File: config.mk
export PLATFORM = sky130hd
export DESIGN_NAME = pitch_scale_quantizer_unit
export DESIGN_NICKNAME = d
export VERILOG_FILES = /design/src/hdl/psq_pkg.sv /design/src/hdl/psq_front.sv /design/src/hdl/psq_cell.sv /design/src/hdl/pitch_scale_quantizer_unit.sv
export VERILOG_INCLUDE_DIRS = /design/src /design/src/hdl
export SDC_FILE = /design/constraint.sdc
export NUM_CORES = 2
export LEC_CHECK = 0
export BUFFER_PORTS_ARGS = -buffer_cell sky130_fd_sc_hd__buf_2
export CAP_MARGIN = 20
export CELL_PAD_IN_SITES_DETAIL_PLACEMENT = 1
export CELL_PAD_IN_SITES_GLOBAL_PLACEMENT = 1
export CORE_UTILIZATION = 48
export CTS_CLUSTER_SIZE = 28
export DETAILED_ROUTE_END_ITERATION = 8
export GPL_TIMING_DRIVEN = 0
export PLACE_DENSITY = 0.85
export SLEW_MARGIN = 40
export SYNTH_ARGS = -nofsm -noshare
export SYNTH_HDL_FRONTEND = slang
export SYNTH_SLANG_ARGS = --single-unit
File: constraint.sdc
create_clock -name aclk -period 38 [get_ports aclk]
set_input_delay 3.8 -clock aclk [delete_from_list [all_inputs] [get_ports aclk]]
set_output_delay 3.8 -clock aclk [all_outputs]
set_load 0.02 [all_outputs]
File: src/hdl/pitch_scale_quantizer_unit_macros.svh
// ---------------------------------------------------------------------------
// pitch_scale_quantizer_unit_macros.svh
// Assertion shorthands shared by the quantiser modules. Every module that
// uses them has ports named aclk and aresetn.
// ---------------------------------------------------------------------------
`ifndef PITCH_SCALE_QUANTIZER_UNIT_MACROS_SVH
`define PITCH_SCALE_QUANTIZER_UNIT_MACROS_SVH

// Same-cycle implication, switched off while reset is held.
`define PSQ_ASSERT_IMP(name, ante, cons, msg) \
    name: assert property (@(posedge aclk) disable iff (!aresetn) (ante) |-> (cons)) \
        else $error(msg);

// Next-cycle implication, switched off while reset is held.
`define PSQ_ASSERT_NXT(name, ante, cons, msg) \
    name: assert property (@(posedge aclk) disable iff (!aresetn) (ante) |=> (cons)) \
        else $error(msg);

`endif

File: src/hdl/psq_pkg.sv
// ---------------------------------------------------------------------------
// psq_pkg
// Widths, constants and shared types of the pitch scale quantiser.
// ---------------------------------------------------------------------------
package psq_pkg;

    localparam int NoteW     = 16;   // Q8.8 input pitch
    localparam int OutW      = 17;   // Q9.8 snapped pitch
    localparam int CandW     = 9;    // integer candidate note, signed
    localparam int DistW     = 17;   // absolute Q9.8 distance
    localparam int ClsW      = 4;    // pitch class 0..11
    localparam int MaskW     = 12;
    localparam int RootW     = 4;
    localparam int FracW     = 8;

    localparam int Semis     = 12;
    localparam int NumCells  = 2 * Semis + 1;
    // Multiple of twelve that keeps (centre - root) non-negative.
    localparam int ClsOffset = 12 * Semis;
    // floor(v / 12) == (v * 171) >> 11 for every v below 300.
    localparam int RecipMul   = 171;
    localparam int RecipShift = 11;

    typedef enum logic {
        REG_KEY_SET   = 1'b0,
        REG_ROOT_NOTE = 1'b1
    } psq_reg_t;

    typedef struct packed {
        logic [MaskW-1:0] key_set;
        logic [RootW-1:0] root_note;
    } psq_cfg_t;

    // Token handed from cell to cell along the chain.
    typedef struct packed {
        logic                    valid;
        logic signed [NoteW-1:0] x;
        logic signed [CandW-1:0] cand;
        logic [ClsW-1:0]         cls;
        logic signed [CandW-1:0] best;
        logic [DistW-1:0]        gap;
        logic                    found;
    } psq_tok_t;

endpackage

File: src/hdl/psq_front.sv
// ---------------------------------------------------------------------------
// psq_front
// Rounds the input pitch to the nearest note and works out the pitch class
// of the lowest candidate, over two registered stages.
// ---------------------------------------------------------------------------
`include "pitch_scale_quantizer_unit_macros.svh"

module psq_front (
    input  logic                            aclk,
    input  logic                            aresetn,
    input  logic                            advance,
    input  logic                            in_valid,
    input  logic signed [psq_pkg::NoteW-1:0] in_note,
    input  psq_pkg::psq_cfg_t               cfg,
    output psq_pkg::psq_tok_t               tok_o
);
    import psq_pkg::*;

    logic                    s1_valid_reg;
    logic signed [NoteW-1:0] s1_x_reg;
    logic signed [CandW-1:0] s1_center_reg;
    logic signed [CandW-1:0] center_next;
    logic [NoteW:0]          round_sum;

    logic [RootW-1:0]        root_red;
    logic [CandW:0]          offset_val;
    logic [CandW-1:0]        pos_val;
    logic [16:0]             recip_prod;
    logic [5:0]              quot;
    logic [CandW-1:0]        quot_x12;
    logic [CandW-1:0]        rem_val;
    psq_tok_t                tok_next;
    psq_tok_t                tok_reg;

    // Halves go away from zero: add 128 for positive, 127 for negative,
    // then floor by an arithmetic shift.
    always_comb begin
        round_sum   = {in_note[NoteW-1], in_note}
                    + (in_note[NoteW-1] ? 17'd127 : 17'd128);
        center_next = round_sum[NoteW:FracW];
    end

    always_ff @(posedge aclk) begin
        if (!aresetn) begin
            s1_valid_reg <= 1'b0;
        end else if (advance) begin
            s1_valid_reg <= in_valid;
        end
        if (advance) begin
            s1_x_reg      <= in_note;
            s1_center_reg <= center_next;
        end
    end

    // Class of (centre - root) modulo twelve by reciprocal multiplication.
    always_comb begin
        root_red   = (cfg.root_note >= RootW'(Semis)) ? cfg.root_note - RootW'(Semis)
                                                      : cfg.root_note;
        offset_val = {s1_center_reg[CandW-1], s1_center_reg} + (CandW+1)'(ClsOffset)
                   - {6'd0, root_red};
        pos_val    = offset_val[CandW-1:0];
        recip_prod = 17'(pos_val) * 17'(RecipMul);
        quot       = recip_prod[16:RecipShift];
        quot_x12   = CandW'(quot) * CandW'(Semis);
        rem_val    = pos_val - quot_x12;

        tok_next       = '0;
        tok_next.valid = s1_valid_reg;
        tok_next.x     = s1_x_reg;
        tok_next.cand  = s1_center_reg - CandW'(Semis);
        tok_next.cls   = rem_val[ClsW-1:0];
        tok_next.best  = '0;
        tok_next.gap   = '0;
        tok_next.found = 1'b0;
    end

    always_ff @(posedge aclk) begin
        if (!aresetn) begin
            tok_reg.valid <= 1'b0;
        end else if (advance) begin
            tok_reg <= tok_next;
        end
    end

    assign tok_o = tok_reg;

    `PSQ_ASSERT_IMP(a_front_cls_range, tok_reg.valid, tok_reg.cls < ClsW'(Semis), "front produced a pitch class above eleven")
    `PSQ_ASSERT_NXT(a_front_cand_start, advance && s1_valid_reg, tok_reg.valid && (tok_reg.cand == $past(s1_center_reg) - CandW'(Semis)), "first candidate is not twelve below the rounded note")
    `PSQ_ASSERT_IMP(a_front_clean_start, tok_reg.valid, !tok_reg.found, "token leaves the front with a match already set")

endmodule

File: src/hdl/psq_cell.sv
// ---------------------------------------------------------------------------
// psq_cell
// One link of the candidate chain: tests one candidate note against the
// scale, keeps the nearer of it and the best so far, and passes on the next.
// ---------------------------------------------------------------------------
`include "pitch_scale_quantizer_unit_macros.svh"

module psq_cell (
    input  logic                        aclk,
    input  logic                        aresetn,
    input  logic                        advance,
    input  logic [psq_pkg::MaskW-1:0]   key_set,
    input  psq_pkg::psq_tok_t           tok_i,
    output psq_pkg::psq_tok_t           tok_o
);
    import psq_pkg::*;

    logic signed [DistW:0] pos_x;
    logic signed [DistW:0] pos_c;
    logic signed [DistW:0] diff;
    logic signed [DistW:0] neg_diff;
    logic [DistW-1:0]      cand_gap;
    logic                  allowed;
    logic                  take;
    psq_tok_t              tok_next;
    psq_tok_t              tok_reg;

    always_comb begin
        pos_x    = {{2{tok_i.x[NoteW-1]}}, tok_i.x};
        pos_c    = {tok_i.cand[CandW-1], tok_i.cand, {FracW{1'b0}}};
        diff     = pos_x - pos_c;
        neg_diff = -diff;
        cand_gap = diff[DistW] ? neg_diff[DistW-1:0] : diff[DistW-1:0];
        allowed  = key_set[tok_i.cls];
        // Strict compare: an equal distance keeps the lower, earlier note.
        take     = allowed && (!tok_i.found || (cand_gap < tok_i.gap));

        tok_next      = tok_i;
        tok_next.cand = tok_i.cand + CandW'(1);
        tok_next.cls  = (tok_i.cls == ClsW'(Semis - 1)) ? '0 : tok_i.cls + ClsW'(1);
        if (take) begin
            tok_next.best  = tok_i.cand;
            tok_next.gap   = cand_gap;
            tok_next.found = 1'b1;
        end
    end

    always_ff @(posedge aclk) begin
        if (!aresetn) begin
            tok_reg.valid <= 1'b0;
        end else if (advance) begin
            tok_reg <= tok_next;
        end
    end

    assign tok_o = tok_reg;

    `PSQ_ASSERT_IMP(a_cell_cls_range, tok_reg.valid, tok_reg.cls < ClsW'(Semis), "pitch class left its range in the chain")
    `PSQ_ASSERT_NXT(a_cell_found_kept, advance && tok_i.valid && tok_i.found, tok_reg.found && (tok_reg.gap <= $past(tok_i.gap)), "cell lost or worsened an earlier match")
    `PSQ_ASSERT_NXT(a_cell_cand_step, advance && tok_i.valid, tok_reg.cand == $past(tok_i.cand) + CandW'(1), "candidate did not step by one semitone")

endmodule

File: src/hdl/pitch_scale_quantizer_unit.sv
// ---------------------------------------------------------------------------
// pitch_scale_quantizer_unit
// Snaps a Q8.8 note number to the nearest note of a rotated 12-note scale.
//
//   Channel   Dir  Width  Contents
//   s_axis    in   16     note_in, signed Q8.8
//   m_axis    out  24     note_out, signed Q9.8, in bits 16:0
//   apb       in   32     allowed pitch classes at 0x0, root_note at 0x4
//
// One word is taken every cycle unless the output stalls. A word passes
// 28 registers: two front stages, one cell for each of the 25 candidates,
// and the output register. The first is loaded at the accepting edge; the
// length of the cell chain sets the latency.
// Reset is synchronous and active low; it empties the pipeline and sets a
// chromatic scale with root zero.
// When m_tready is low with a result waiting, the whole chain holds and
// s_tready drops in the same cycle.
// ---------------------------------------------------------------------------
`include "pitch_scale_quantizer_unit_macros.svh"

module pitch_scale_quantizer_unit (
    input  logic        aclk,
    input  logic        aresetn,

    input  logic        s_tvalid,
    output logic        s_tready,
    input  logic [15:0] s_tdata,    // [15:0] note_in

    output logic        m_tvalid,
    input  logic        m_tready,
    output logic [23:0] m_tdata,    // [16:0] note_out, [23:17] zero

    input  logic        psel,
    input  logic        penable,
    input  logic        pwrite,
    input  logic [2:0]  paddr,
    input  logic [31:0] pwdata,
    output logic [31:0] prdata,
    output logic        pready
);
    import psq_pkg::*;

    // Configuration registers. Only paddr[2] selects a register, so every
    // write lands in one of the two.
    logic [MaskW-1:0] key_set_reg;
    logic [RootW-1:0] root_note_reg;
    psq_cfg_t         cfg;
    psq_reg_t         reg_sel;
    logic             cfg_write;

    assign pready    = 1'b1;
    assign reg_sel   = psq_reg_t'(paddr[2]);
    assign cfg_write = psel && penable && pwrite && pready;

    always_ff @(posedge aclk) begin
        if (!aresetn) begin
            key_set_reg   <= {MaskW{1'b1}};
            root_note_reg <= '0;
        end else if (cfg_write) begin
            unique case (reg_sel)
                REG_KEY_SET:   key_set_reg   <= pwdata[MaskW-1:0];
                REG_ROOT_NOTE: root_note_reg <= pwdata[RootW-1:0];
                default:       key_set_reg   <= key_set_reg;
            endcase
        end
    end

    always_comb begin
        unique case (reg_sel)
            REG_KEY_SET:   prdata = {20'd0, key_set_reg};
            REG_ROOT_NOTE: prdata = {28'd0, root_note_reg};
            default:       prdata = '0;
        endcase
    end

    assign cfg.key_set   = key_set_reg;
    assign cfg.root_note = root_note_reg;

    // The whole pipeline moves together whenever the output register is
    // free or being emptied in this cycle.
    logic advance;
    logic m_tvalid_reg;
    logic [23:0] m_tdata_reg;

    assign advance  = !m_tvalid_reg || m_tready;
    assign s_tready = advance;

    psq_tok_t tok [NumCells+1];

    psq_front u_front (
        .aclk     (aclk),
        .aresetn  (aresetn),
        .advance  (advance),
        .in_valid (s_tvalid),
        .in_note  (s_tdata),
        .cfg      (cfg),
        .tok_o    (tok[0])
    );

    // Chain of candidate cells, lowest candidate first, so that a tie is
    // won by the note met first.
    for (genvar i = 0; i < NumCells; i++) begin : g_cell
        psq_cell u_cell (
            .aclk     (aclk),
            .aresetn  (aresetn),
            .advance  (advance),
            .key_set  (cfg.key_set),
            .tok_i    (tok[i]),
            .tok_o    (tok[i+1])
        );
    end

    // An empty mask passes the input straight through, sign-extended.
    logic [OutW-1:0] note_out_next;

    always_comb begin
        if (cfg.key_set == '0) begin
            note_out_next = {tok[NumCells].x[NoteW-1], tok[NumCells].x};
        end else begin
            note_out_next = {tok[NumCells].best, {FracW{1'b0}}};
        end
    end

    always_ff @(posedge aclk) begin
        if (!aresetn) begin
            m_tvalid_reg <= 1'b0;
        end else if (advance) begin
            m_tvalid_reg <= tok[NumCells].valid;
        end
        if (advance) begin
            m_tdata_reg <= {7'd0, note_out_next};
        end
    end

    assign m_tvalid = m_tvalid_reg;
    assign m_tdata  = m_tdata_reg;

    `PSQ_ASSERT_IMP(a_snap_integer, m_tvalid && (cfg.key_set != '0), m_tdata[FracW-1:0] == '0, "snapped note carries a fraction")
    `PSQ_ASSERT_IMP(a_found_at_end, tok[NumCells].valid && (cfg.key_set != '0), tok[NumCells].found, "no scale note found among the candidates")
    `PSQ_ASSERT_IMP(a_stall_blocks_input, m_tvalid && !m_tready, !s_tready, "input taken while the output is stalled")

endmodule
Word level (Yosys, flattened, before mapping) --
Cells that the tools add are included.
Cells by class: eq/ne operators 24, $lt $le $gt $ge 50, multiply operators 2, bitwise operators 1, add/subtract/negate cells 104, reduce and logical (&&, ||, !) cells 80, multiplexer cells 103
Operator list (number):
- 27-bit 2-to-1 mux | 24
- 16-bit by 17-bit subtractor with 18-bit output | 25
- 17-bit 2-to-1 mux | 26
- 17-bit negator | 25
- 17-bit less-than comparator | 24
- 9-bit by 2-bit adder with 9-bit output, second input constant | 24
- 4-bit by 5-bit less-than comparator with 1-bit output, second input constant | 25
- 1-bit binary-select mux with 4-bit select | 25
- 4-bit by 1-bit adder with 4-bit output, second input constant | 24
- 4-bit == test, second input constant | 24
- 32-bit case mux with 2 select lines | 1
- 1-bit logical AND | 26
- 1-bit logical NOT | 25
- 1-bit logical OR | 25
- 1-bit 2-to-1 mux | 25
- 17-bit adder | 1
- 9-bit by 8-bit multiplier with 17-bit output, second input constant | 1
- 12-bit logical NOT | 1
- 9-bit adder, second input constant | 1
- 9-bit by 4-bit subtractor with 9-bit output | 1
- 9-bit by 5-bit subtractor with 9-bit output, second input constant | 1
- 8-bit 2-to-1 mux | 1
- 6-bit by 2-bit multiplier with 2-bit output, second input constant | 1
- 2-bit AND reduction | 3
- other kinds (5) | 5
Word-level totals: word-level logic and storage cells 547, output and inout bits 59, input bits 58, bits in registers 1484

Logic depth before layout (Yosys ltp) --
depth after elaboration 7, mapped depth 29, gate-level depth less buffers 29

Cells and area by module --
A second synthesis with hierarchy kept.
Unflattened totals: cell total of the unflattened synthesis 7669, area total of the unflattened synthesis 92924.1 um^2
By module, submodules not included:
- psq_cell at g_cell[14].u_cell ... | times used 16, cells each 279, area an instance 3460.8 um^2, seq. area each 1701.6 um^2
- psq_cell at g_cell[0].u_cell ... | times used 7, cells each 310, area an instance 3592.2 um^2, seq. area each 1701.6 um^2
- psq_cell at g_cell[23].u_cell | times used 1, cells each 310, area an instance 3658.5 um^2, seq. area each 1701.6 um^2
- psq_front | times used 1, cells each 287, area an instance 3613.5 um^2, seq. area each 1661.6 um^2
- psq_cell at g_cell[8].u_cell | times used 1, cells each 285, area an instance 3479.6 um^2, seq. area each 1701.6 um^2
- pitch_scale_quantizer_unit | times used 1, cells each 153, area an instance 1654.1 um^2, seq. area each 850.8 um^2

Worst setup path before layout --
No wires, ideal clock.
path type in2reg, from input port m_tready, to register g_cell[0].u_cell.tok_reg (netlist bit g_cell[0].u_cell.tok_o[0]) (enable), path buffers 1, slack -0.759 ns, stages 4, required time 36.052 ns, arrival time 36.811 ns, cell sequence nor2b_1 -> inv_1 -> clkbuf_1 -> and2_1
Between the ends: word-level cells in the longest chain between the ends 2
RTL lines:
- start, declared | RTL line pitch_scale_quantizer_unit.sv:30 | input logic m_tready,
- 1-bit logical OR | RTL line pitch_scale_quantizer_unit.sv:85 | assign advance = !m_tvalid_reg || m_tready;
- named net s_tready | RTL line pitch_scale_quantizer_unit.sv:26 | output logic s_tready,
- 2-bit AND reduction (no line)
- end signal, assigned | RTL line psq_cell.sv:52 | tok_reg <= tok_next;
- end, declared | RTL line psq_cell.sv:26 | psq_tok_t tok_reg;
The timed path passes the listed nets, and every way through them passes these cells. A chain may end at the register's enable or synchronous reset.

Final worst setup path --
from input port m_tready, to output port s_tready
Between the ends: word-level cells in the longest chain between the ends 1
RTL lines (RTL line):
- 1-bit logical OR | pitch_scale_quantizer_unit.sv:85
- end, declared | pitch_scale_quantizer_unit.sv:26
No other way between the ends.

==> run summary <==
status = finished clean
min Tclk post-route = 8.765 ns
Place WS = 29.25 ns
DIE WIDTH = 433.2 um
gr usage total = 24.96%
TritonCTS Sinks = 1484
remaining routing DRC violations = 0
dpl cells = 10.06k
Max FO, Critical Path = 35
setup TNS = 0 ns
achievable clock frequency = 114.1 MHz
Filler Cell Count = 18.98k
Layout area overhead = 10.92%
final WL = 236100 um
LEAKAGE = 39.00 nW
post_cts resized = 0
layout cells sized above 1 = 16.05%
antenna-violating nets left = 0
endpoints failing setup = 0
first-pass GRT wire length = 369700 um
DR iter-0 viols = 4058
CP Data Required Time = 34.20 ns
post-CTS setup buffers = 0
class of the worst hold path = flop to flop
final count of pins violating max slew = 0
worst skew pair latency = 0.81 ns
vias per cell = 5.817
number of library cell types mapped by synthesis = 94
CTS clk-pin slew, worst paths = 0.05 ns
RePlAce Congestion = 0.8624
WP data arrival = 4.96 ns
max reg flops = 1394
hold_ws = 0.4184 ns
maximum buffer depth of the clock tree = 3
CP Class = input pin to primary output
Post-synth EDFFs = 1440
Worst Tran Pin Value = 0.9077 ns
Num CTS Buffers = 170
commonest non-fill, non-tap cell in the layout = edfxtp_1
diode count = 0
core area = 183900 um^2
Setup Skew = 0.03227 ns
Nets = 8597
Yosys reg bits = 1484
largest net degree at the start of global routing = 48
Post-CTS Hold Fix Bufs = 0
Post-synth ARST share = 0%
Worst Reg-to-Reg Cells = 23
Mapped Area = 89230 um^2
commonest non-fill, non-tap cells in the layout = 1440 x edfxtp_1, 836 x inv_1, 734 x ha_1
via count = 60.34k
max-cap violations = 0
Non-Filler Instances = 10.37k
cell row count = 157
I/O pins = 117
total congestion overflow = 0
initial antenna violation count = 1
Top FF cell, synth = edfxtp_1
Port Buf Inserts = 65
vias in the first global route = 65.89k
Avg WL per Cell = 22.76 um
initial core utilization = 48.53%
number of failing hold endpoints at the final stage = 0
max_slew headroom = 38.72%
Tcrit/Tclk final = 23.07%
synthesized area per cell = 11.95 um^2
Yosys warning count = 0
RSZ-0062 raised after global routing = false
First-pass DRT Iterations = 5
worst setup margin = 29.24 ns
Seq/Total Area, Yosys = 49.45%
post-synthesis instance total = 7464
CTS tree = yes
Max rail drop VDD = 0.00006452 V
Min-Delay Path Depth = 0
area of the die = 187600 um^2
CP startpoint kind = input pin
Worst setup EP type = primary output
H-Tree Depth = 4
PwrDens = 68.71 nW/um^2
Die Ht = 433.2 um
Final HPWL DP = 175500 um
root buf cell = clkbuf_16
final timing paths:
path	from	end	slack (ns)
max	m_tready	s_tready	29.24
min	u_front.s1_x_reg[10]	u_front.tok_o[50]	0.42
max reg2reg	u_front.s1_center_reg[1]	u_front.tok_o[30]	31.12
min reg2reg	u_front.s1_x_reg[10]	u_front.tok_o[50]	0.42
cells by family after synthesis:
| kind of cell | count (synthesis) | synth area share (%) |
|---|---|---|
| and+or+nand+nor | 1549 | 8.744 |
| xor gates and xnor gates | 698 | 6.851 |
| adders and majority gates | 773 | 11.17 |
| muxes | 721 | 10.01 |
| other | 2 | 0.008416 |
| AOI/OAI and AO/OA | 1259 | 9.339 |
| DFF | 1484 | 49.45 |
| buffers and inverters | 978 | 4.437 |
final cells by class:
type                    count  area [um^2]  share of cell area, %
inverters                 836         3138                  3.170
flip-flops and latches   1484        44120                  44.58
multi-input cells        5028        41390                  41.82
repair buffers            104         1060                  1.071
well taps                2464         3083                  3.115
plain buffers             142        824.5                 0.8331
clock inverters            98        884.6                 0.8937
clock buffers             217         4473                  4.519
stage by stage:
| stage | total power (W) | utilization (%) | cell area, um^2 |
|---|---|---|---|
| 4_1_cts | 0.006822 | 53.80 | 98910 |
| 3_3_place_gp | 0.005011 | 50.44 | 92740 |
| 6_report | 0.006800 | 53.83 | 98980 |
| 2_1_floorplan | 0.004411 | - | 89330 |
| 3_5_place_dp | 0.005146 | 50.88 | 93560 |
| 5_1_grt | 0.007165 | 53.83 | 98980 |
power by group:
group / leakage (nW) / switching (W) / internal, W
Clock: 2.61 / 0.000694 / 0.000917
Combinational: 21.9 / 0.00143 / 0.00121
Sequential: 14.5 / 0.000238 / 0.00231
Total: 39.0 / 0.00237 / 0.00443
synth_stat cells (125+ instances only):
| cell | number | share of area, % |
|---|---|---|
| a21oi_1 | 275 | 1.5 |
| xnor2_1 | 482 | 4.7 |
| mux2_2 | 615 | 7.8 |
| o21ai_0 | 299 | 1.7 |
| nor2_1 | 355 | 1.5 |
| ha_1 | 734 | 10 |
| xor2_1 | 216 | 2.1 |
| a21o_1 | 125 | 1.1 |
| edfxtp_1 | 1440 | 48 |
| inv_1 | 836 | 3.5 |
| nor3_1 | 125 | 0.70 |
| nand2_1 | 389 | 1.6 |
worst max-delay path, stage by stage:
cell      delay [ns]
buf_2           0.09
nor2b_1         0.18
inv_1           0.09
clkbuf_4        0.29
buf_12          0.25
buf_2           0.21
metal layers:
layer	wire [um]	track usage [%]	part of all wire, %
met2	121300	44.75	51
met4	7915	8.724	3.4
met1	98310	30.67	42
met5	18	0	0.0076
met3	8508	3.238	3.6
Power figures use the tool's default switching activity.
